[src/price_level_fifo_matcher_unit_defines.svh]
// assertion macros used by the price level matcher datapath
`ifndef PRICE_LEVEL_FIFO_MATCHER_UNIT_DEFINES_SVH
`define PRICE_LEVEL_FIFO_MATCHER_UNIT_DEFINES_SVH

`ifndef SYNTH
// same-cycle implication, disabled during reset
`define PLFM_ASSERT_IMP(label, clk, rst_n, ante, cons) \
    label: assert property (@(posedge clk) disable iff (!rst_n) (ante) |-> (cons)) \
        else $error("plfm assertion failed");
// next-cycle implication, disabled during reset
`define PLFM_ASSERT_NXT(label, clk, rst_n, ante, cons) \
    label: assert property (@(posedge clk) disable iff (!rst_n) (ante) |=> (cons)) \
        else $error("plfm assertion failed");
`else
`define PLFM_ASSERT_IMP(label, clk, rst_n, ante, cons)
`define PLFM_ASSERT_NXT(label, clk, rst_n, ante, cons)
`endif

`endif

[src/plfm_pkg.sv]
// types, constants and helpers of the price level matcher
`timescale 1ns / 1ps
`default_nettype none

package plfm_pkg;

    localparam int QUEUE_DEPTH = 32;
    localparam int PTR_W       = $clog2(QUEUE_DEPTH);
    localparam int CNT_W       = $clog2(QUEUE_DEPTH + 1);
    localparam int RES_DEPTH   = QUEUE_DEPTH + 1;
    localparam int RIDX_W      = $clog2(RES_DEPTH);
    localparam int RCNT_W      = $clog2(RES_DEPTH + 1);

    localparam int KIND_W   = 2;
    localparam int ID_W     = 32;
    localparam int QTY_W    = 31;
    localparam int PRICE_W  = 32;
    localparam int RKIND_W  = 3;
    localparam int STAT_W   = 2;
    localparam int TOT_W    = 36;
    localparam int LQ_W     = TOT_W + 1;
    localparam int OCNT_W   = 6;

    typedef enum logic [KIND_W-1:0] {
        OP_ADD    = 2'd0,
        OP_CANCEL = 2'd1,
        OP_MATCH  = 2'd2
    } t_op;

    typedef enum logic [RKIND_W-1:0] {
        RK_ADD_ACK    = 3'd0,
        RK_CANCEL_ACK = 3'd1,
        RK_FILL       = 3'd2,
        RK_RETIRED    = 3'd3,
        RK_MATCH_DONE = 3'd4
    } t_res_kind;

    typedef enum logic [STAT_W-1:0] {
        ST_OK        = 2'd0,
        ST_FULL      = 2'd1,
        ST_NOT_FOUND = 2'd2
    } t_status;

    typedef enum logic [2:0] {
        S_IDLE,
        S_ADD,
        S_CANCEL,
        S_MATCH,
        S_RES_RD,
        S_RES_LD,
        S_OUT_WAIT
    } t_state;

    // one buffered result, totals are attached at the output
    typedef struct packed {
        t_res_kind         kind;
        t_status           status;
        logic [ID_W-1:0]   rid;
        logic [QTY_W-1:0]  tq;
        logic              retired;
    } t_res;

    // controller to datapath
    typedef struct packed {
        logic latch;
        logic do_add;
        logic scan_cancel;
        logic scan_match;
        logic push_miss;
        logic push_done;
        logic res_rd;
        logic out_load;
    } t_cmd;

    // datapath to controller
    typedef struct packed {
        logic cancel_hit;
        logic cancel_miss;
        logic match_end;
        logic res_empty;
        logic out_taken;
    } t_sts;

    function automatic logic [PTR_W-1:0] ring_next(input logic [PTR_W-1:0] p);
        return (p == PTR_W'(QUEUE_DEPTH - 1)) ? '0 : p + 1'b1;
    endfunction

endpackage

`default_nettype wire

[src/plfm_ctrl.sv]
// sequencing state machine of the price level matcher
`timescale 1ns / 1ps
`default_nettype none

module plfm_ctrl import plfm_pkg::*; (
    input  wire logic              i_clk,
    input  wire logic              i_rst_n,
    input  wire logic              i_in_valid,
    input  wire logic [KIND_W-1:0] i_in_kind,
    input  wire t_sts              i_sts,
    output logic                   o_in_ready,
    output t_cmd                   o_cmd
);

    t_state r_state;
    t_state n_state;

    // state register
    always_ff @(posedge i_clk) begin
        if (!i_rst_n) begin
            r_state <= S_IDLE;
        end else begin
            r_state <= n_state;
        end
    end

    // next state
    always_comb begin
        n_state = r_state;
        unique case (r_state)
            S_IDLE: begin
                if (i_in_valid) begin
                    unique case (i_in_kind)
                        OP_ADD:    n_state = S_ADD;
                        OP_CANCEL: n_state = S_CANCEL;
                        OP_MATCH:  n_state = S_MATCH;
                        default:   n_state = S_IDLE;
                    endcase
                end
            end
            S_ADD:    n_state = S_RES_RD;
            S_CANCEL: begin
                if (i_sts.cancel_hit || i_sts.cancel_miss) begin
                    n_state = S_RES_RD;
                end
            end
            S_MATCH: begin
                if (i_sts.match_end) begin
                    n_state = S_RES_RD;
                end
            end
            S_RES_RD: n_state = S_RES_LD;
            S_RES_LD: n_state = S_OUT_WAIT;
            S_OUT_WAIT: begin
                if (i_sts.out_taken) begin
                    n_state = i_sts.res_empty ? S_IDLE : S_RES_RD;
                end
            end
            default:  n_state = S_IDLE;
        endcase
    end

    // commands, no transfer taken while in reset
    always_comb begin
        o_cmd      = '0;
        o_in_ready = 1'b0;
        unique case (r_state)
            S_IDLE: begin
                o_in_ready  = i_rst_n;
                o_cmd.latch = i_in_valid && i_rst_n;
            end
            S_ADD:    o_cmd.do_add = 1'b1;
            S_CANCEL: begin
                o_cmd.scan_cancel = 1'b1;
                o_cmd.push_miss   = i_sts.cancel_miss;
            end
            S_MATCH: begin
                o_cmd.scan_match = 1'b1;
                o_cmd.push_done  = i_sts.match_end;
            end
            S_RES_RD: o_cmd.res_rd   = 1'b1;
            S_RES_LD: o_cmd.out_load = 1'b1;
            default:  o_cmd = '0;
        endcase
    end

endmodule

`default_nettype wire

[config.mk]
export PLATFORM = sky130hd
export DESIGN_NAME = plfm_ctrl
export DESIGN_NICKNAME = d
export VERILOG_FILES = /design/src/price_level_fifo_matcher_unit_defines.svh /design/src/plfm_pkg.sv /design/src/plfm_ctrl.sv
export SDC_FILE = /design/constraint.sdc
export NUM_CORES = 1
export LEC_CHECK = 0
export BUFFER_PORTS_ARGS = -buffer_cell sky130_fd_sc_hd__buf_4
export CORE_AREA = 2 2 39 41
export CTS_BUF_LIST = sky130_fd_sc_hd__clkbuf_8
export CTS_CLUSTER_DIAMETER = 120
export DETAILED_ROUTE_END_ITERATION = 10
export DIE_AREA = 0 0 41 43
export PLACE_DENSITY_LB_ADDON = 0.1
export SETUP_SLACK_MARGIN = 0.15
export SYNTH_ARGS = -nofsm -noshare
export SYNTH_HDL_FRONTEND = slang
export SYNTH_SLANG_ARGS = --single-unit
[constraint.sdc]
create_clock -name i_clk -period 1.6 [get_ports i_clk]
set_clock_uncertainty 0.1 [all_clocks]
set_input_delay 0.08 -clock i_clk [delete_from_list [all_inputs] [get_ports i_clk]]
set_output_delay 0.08 -clock i_clk [all_outputs]
set_load 0.01 [all_outputs]
==> impl_metrics.env <==
export IMPL_drtAntennaViolNets=0
export IMPL_cpMostUsedCell="buf_4"
export IMPL_synth_simple_area_share_pct=35.66
export IMPL_grt_overflow_total=0
export IMPL_regMostFlops="r_state"
export IMPL_netlist_top_cells_area="dfxtp_1 (20%), and2_1 (8.2%), ha_1 (8.2%)"
export IMPL_fin_area_sq_um=511.7
export IMPL_ys_flop_type="dfxtp_1"
export IMPL_async_flop_share_pct=0
export IMPL_synth_top_cell_area_share_pct=19.67
export IMPL_finalSetupTns_ns=0
export IMPL_yosys_warnings=0
export IMPL_drc=0
export IMPL_portBuffers=18
export IMPL_vias_per_cell=4.544
export IMPL_period_needed_ns=1.420
export IMPL_status="finished clean"
export IMPL_largest_register_ffs=3
export IMPL_crit_path_end_kind="output pin"
export IMPL_relSlewSlack_pct=75.55
export IMPL_fin_ws_ns=0.1804
export IMPL_dieArea_sq_um=1763
export IMPL_drive_gt1_share_pct=41.27
export IMPL_dp_final_hpwl_um=619.7
export IMPL_synthAdderAreaFrac_pct=8.197
export IMPL_clkLatencyLatePin_ns=0.22
export IMPL_startpoint_type="input port"
export IMPL_vdd_ir_drop_max_uv=370.8
export IMPL_cts_setup_buffers=0
export IMPL_worstPathRequired_ns=1.42
export IMPL_grt_max_degree=14
export IMPL_fin_crit_sh_pct=88.72
export IMPL_grtUsageTotal_pct=11.02
export IMPL_finalHoldViolCount=0
export IMPL_io_pins=19
export IMPL_final_core_util_pct=36.98
export IMPL_synth_top_family_by_area="simple AND/OR/NAND/NOR gates"
export IMPL_syn_to_final_growth_pct=67.62
export IMPL_synth_largest_area_cell="dfxtp_1"
export IMPL_critPathMaxStageDelay_ns=0.53
export IMPL_layout_commonest_cell="buf_4"
export IMPL_slew_viol_final=0
export IMPL_diodes=0
export IMPL_grt_pass1_wl_um=1311
export IMPL_cts_htree_levels=1
export IMPL_rows=14
export IMPL_fmax_ghz=0.7044
export IMPL_final_nets=76
export IMPL_crit_slowest_cell="dlygate4sd3_1"
export IMPL_startpoint="i_rst_n"
export IMPL_placed_cells=74
export IMPL_wirelength_um=850
export IMPL_synth_seq_area_share_pct=19.67
export IMPL_ys_seq_elements=3
export IMPL_synth_area_mux_share_pct=0
export IMPL_worst_slew_pin_slew_ns=0.3620
export IMPL_r2r_start="r_state[1]"
export IMPL_yosysUniqueCellTypes=25
export IMPL_criticalPathCategory="in -> out"
export IMPL_most_common_layout_cells="buf_4 (19), inv_1 (5), and2_1 (4)"
export IMPL_antenna_found_initial=0
export IMPL_synth_avg_cell_area_sq_um=7.269
export IMPL_min_from="i_in_valid"
export IMPL_syn_area_sq_um=305.3
export IMPL_synth_edf_count=0
export IMPL_start_util_pct=22.06
export IMPL_synth_compound_area_share_pct=24.59
export IMPL_vias=359
export IMPL_gp_congestion=0.7201
export IMPL_crit_arrival_ns=1.24
export IMPL_wl_per_cell_um=10.76
export IMPL_fp_dieH_um=43
export IMPL_drtIter0Drc=6
export IMPL_rsz0062_at_grt="yes"
export IMPL_synthCells=42
export IMPL_drv_max_cap_violation_count=0
export IMPL_yosys_area_share_xor_xnor_pct=0
export IMPL_p_leak_nw=0.2543
export IMPL_core_area_sq_um=1384
export IMPL_reg_top3="r_state (3)"
export IMPL_syn_nets=54
export IMPL_firstDrtPassIters=2
export IMPL_postPlaceCellArea_sq_um=446.7
export IMPL_setup_viol=0
export IMPL_crit_fanout=4
export IMPL_clk_path_buf_depth=2
export IMPL_cts_tree="built"
export IMPL_clock_sinks=3
export IMPL_clk_pin_slew_ns=0.03
export IMPL_path_cells="dlygate4sd3_1, buf_4, nor4b_2, and2_1, buf_4"
export IMPL_grt_pass1_vias=315
export IMPL_power_density_nw_per_um2=1235
export IMPL_cts_buffers=3
export IMPL_layoutNonFillerInstCount=79
export IMPL_dp_slack_ns=0.2576
export IMPL_die_w_um=41
export IMPL_ctsRootBufferMaster="clkbuf_8"
export IMPL_hold_class="in -> reg"
==> final timing paths <==
kind / cells after the start / to / slack (ns)
hold / removal: 3 / r_state[1] / 0.03
setup reg to reg: 4 / r_state[1] / 0.35
hold reg to reg: 1 / r_state[2] / 0.44
setup / recovery: 5 / o_cmd[7] / 0.18
==> cell families (layout without fill, tap and decap cells) <==
| logic type | after synthesis | in the layout |
|---|---|---|
| simple gates | 19 | 19 |
| buf+inv | 7 | 28 |
| flops | 3 | 3 |
| fa+ha+maj | 2 | 2 |
| compound gates | 11 | 11 |
==> worst max-delay path, delay by kind of cell <==
kind	cells	cell delay [ns]
buffers and inverters	3	0.76
AND/OR/NAND/NOR	2	0.40
==> area by class of cell <==
type | count | area, sq um
clock buffer | 3 | 41.29
clock inverter | 1 | 3.754
fill | 165 | 872.1
inverter | 4 | 15.01
multi-input combinational | 32 | 215.2
sequential | 3 | 63.81
tap | 16 | 20.02
timing repair buffer | 20 | 152.6
==> through the flow <==
step,power (mW),hold WS [ns]
2_1_floorplan,0.3027,0.09609
3_3_place_gp,0.4089,0.2159
3_5_place_dp,0.4012,0.2133
4_1_cts,0.6279,0.02158
5_1_grt,0.6773,0.04025
6_report,0.6319,0.02924
==> layer usage <==
metal / vias up / share of wire (%) / track usage, %
li1: 189 / - / -
met1: 158 / 45 / 15.02
met5: - / 0 / 0
met3: 2 / 5.4 / 3.141
met2: 10 / 47 / 15.00
met4: 0 / 1.8 / 6.000
==> power breakdown <==
| group | internal (mW) | total, mW | switching, mW | leakage (nW) |
|---|---|---|---|---|
| logic | 0.142 | 0.264 | 0.121 | 0.202 |
| registers | 0.100 | 0.153 | 0.0533 | 0.0258 |
| clock network | 0.163 | 0.215 | 0.0516 | 0.0269 |
| total | 0.406 | 0.632 | 0.226 | 0.254 |
==> what timing repair did <==
action | CTS | global route
hold buffers | 1 | 0
gates resized for setup | 1 | 3
setup endpoints to repair | 1 | 9
gates cloned | 0 | 0
endpoints found under the hold margin | 1 | 0
==> cells in the mapped netlist, types with 2 or more instances <==
cell type	count
a21oi_1	2
and2_1	4
and3_1	2
dfxtp_1	3
ha_1	2
o21ai_0	2
nor3_1	3
nand2_1	2
inv_1	4
nor2_1	3
Note: power is estimated with default switching activity, not from simulation.
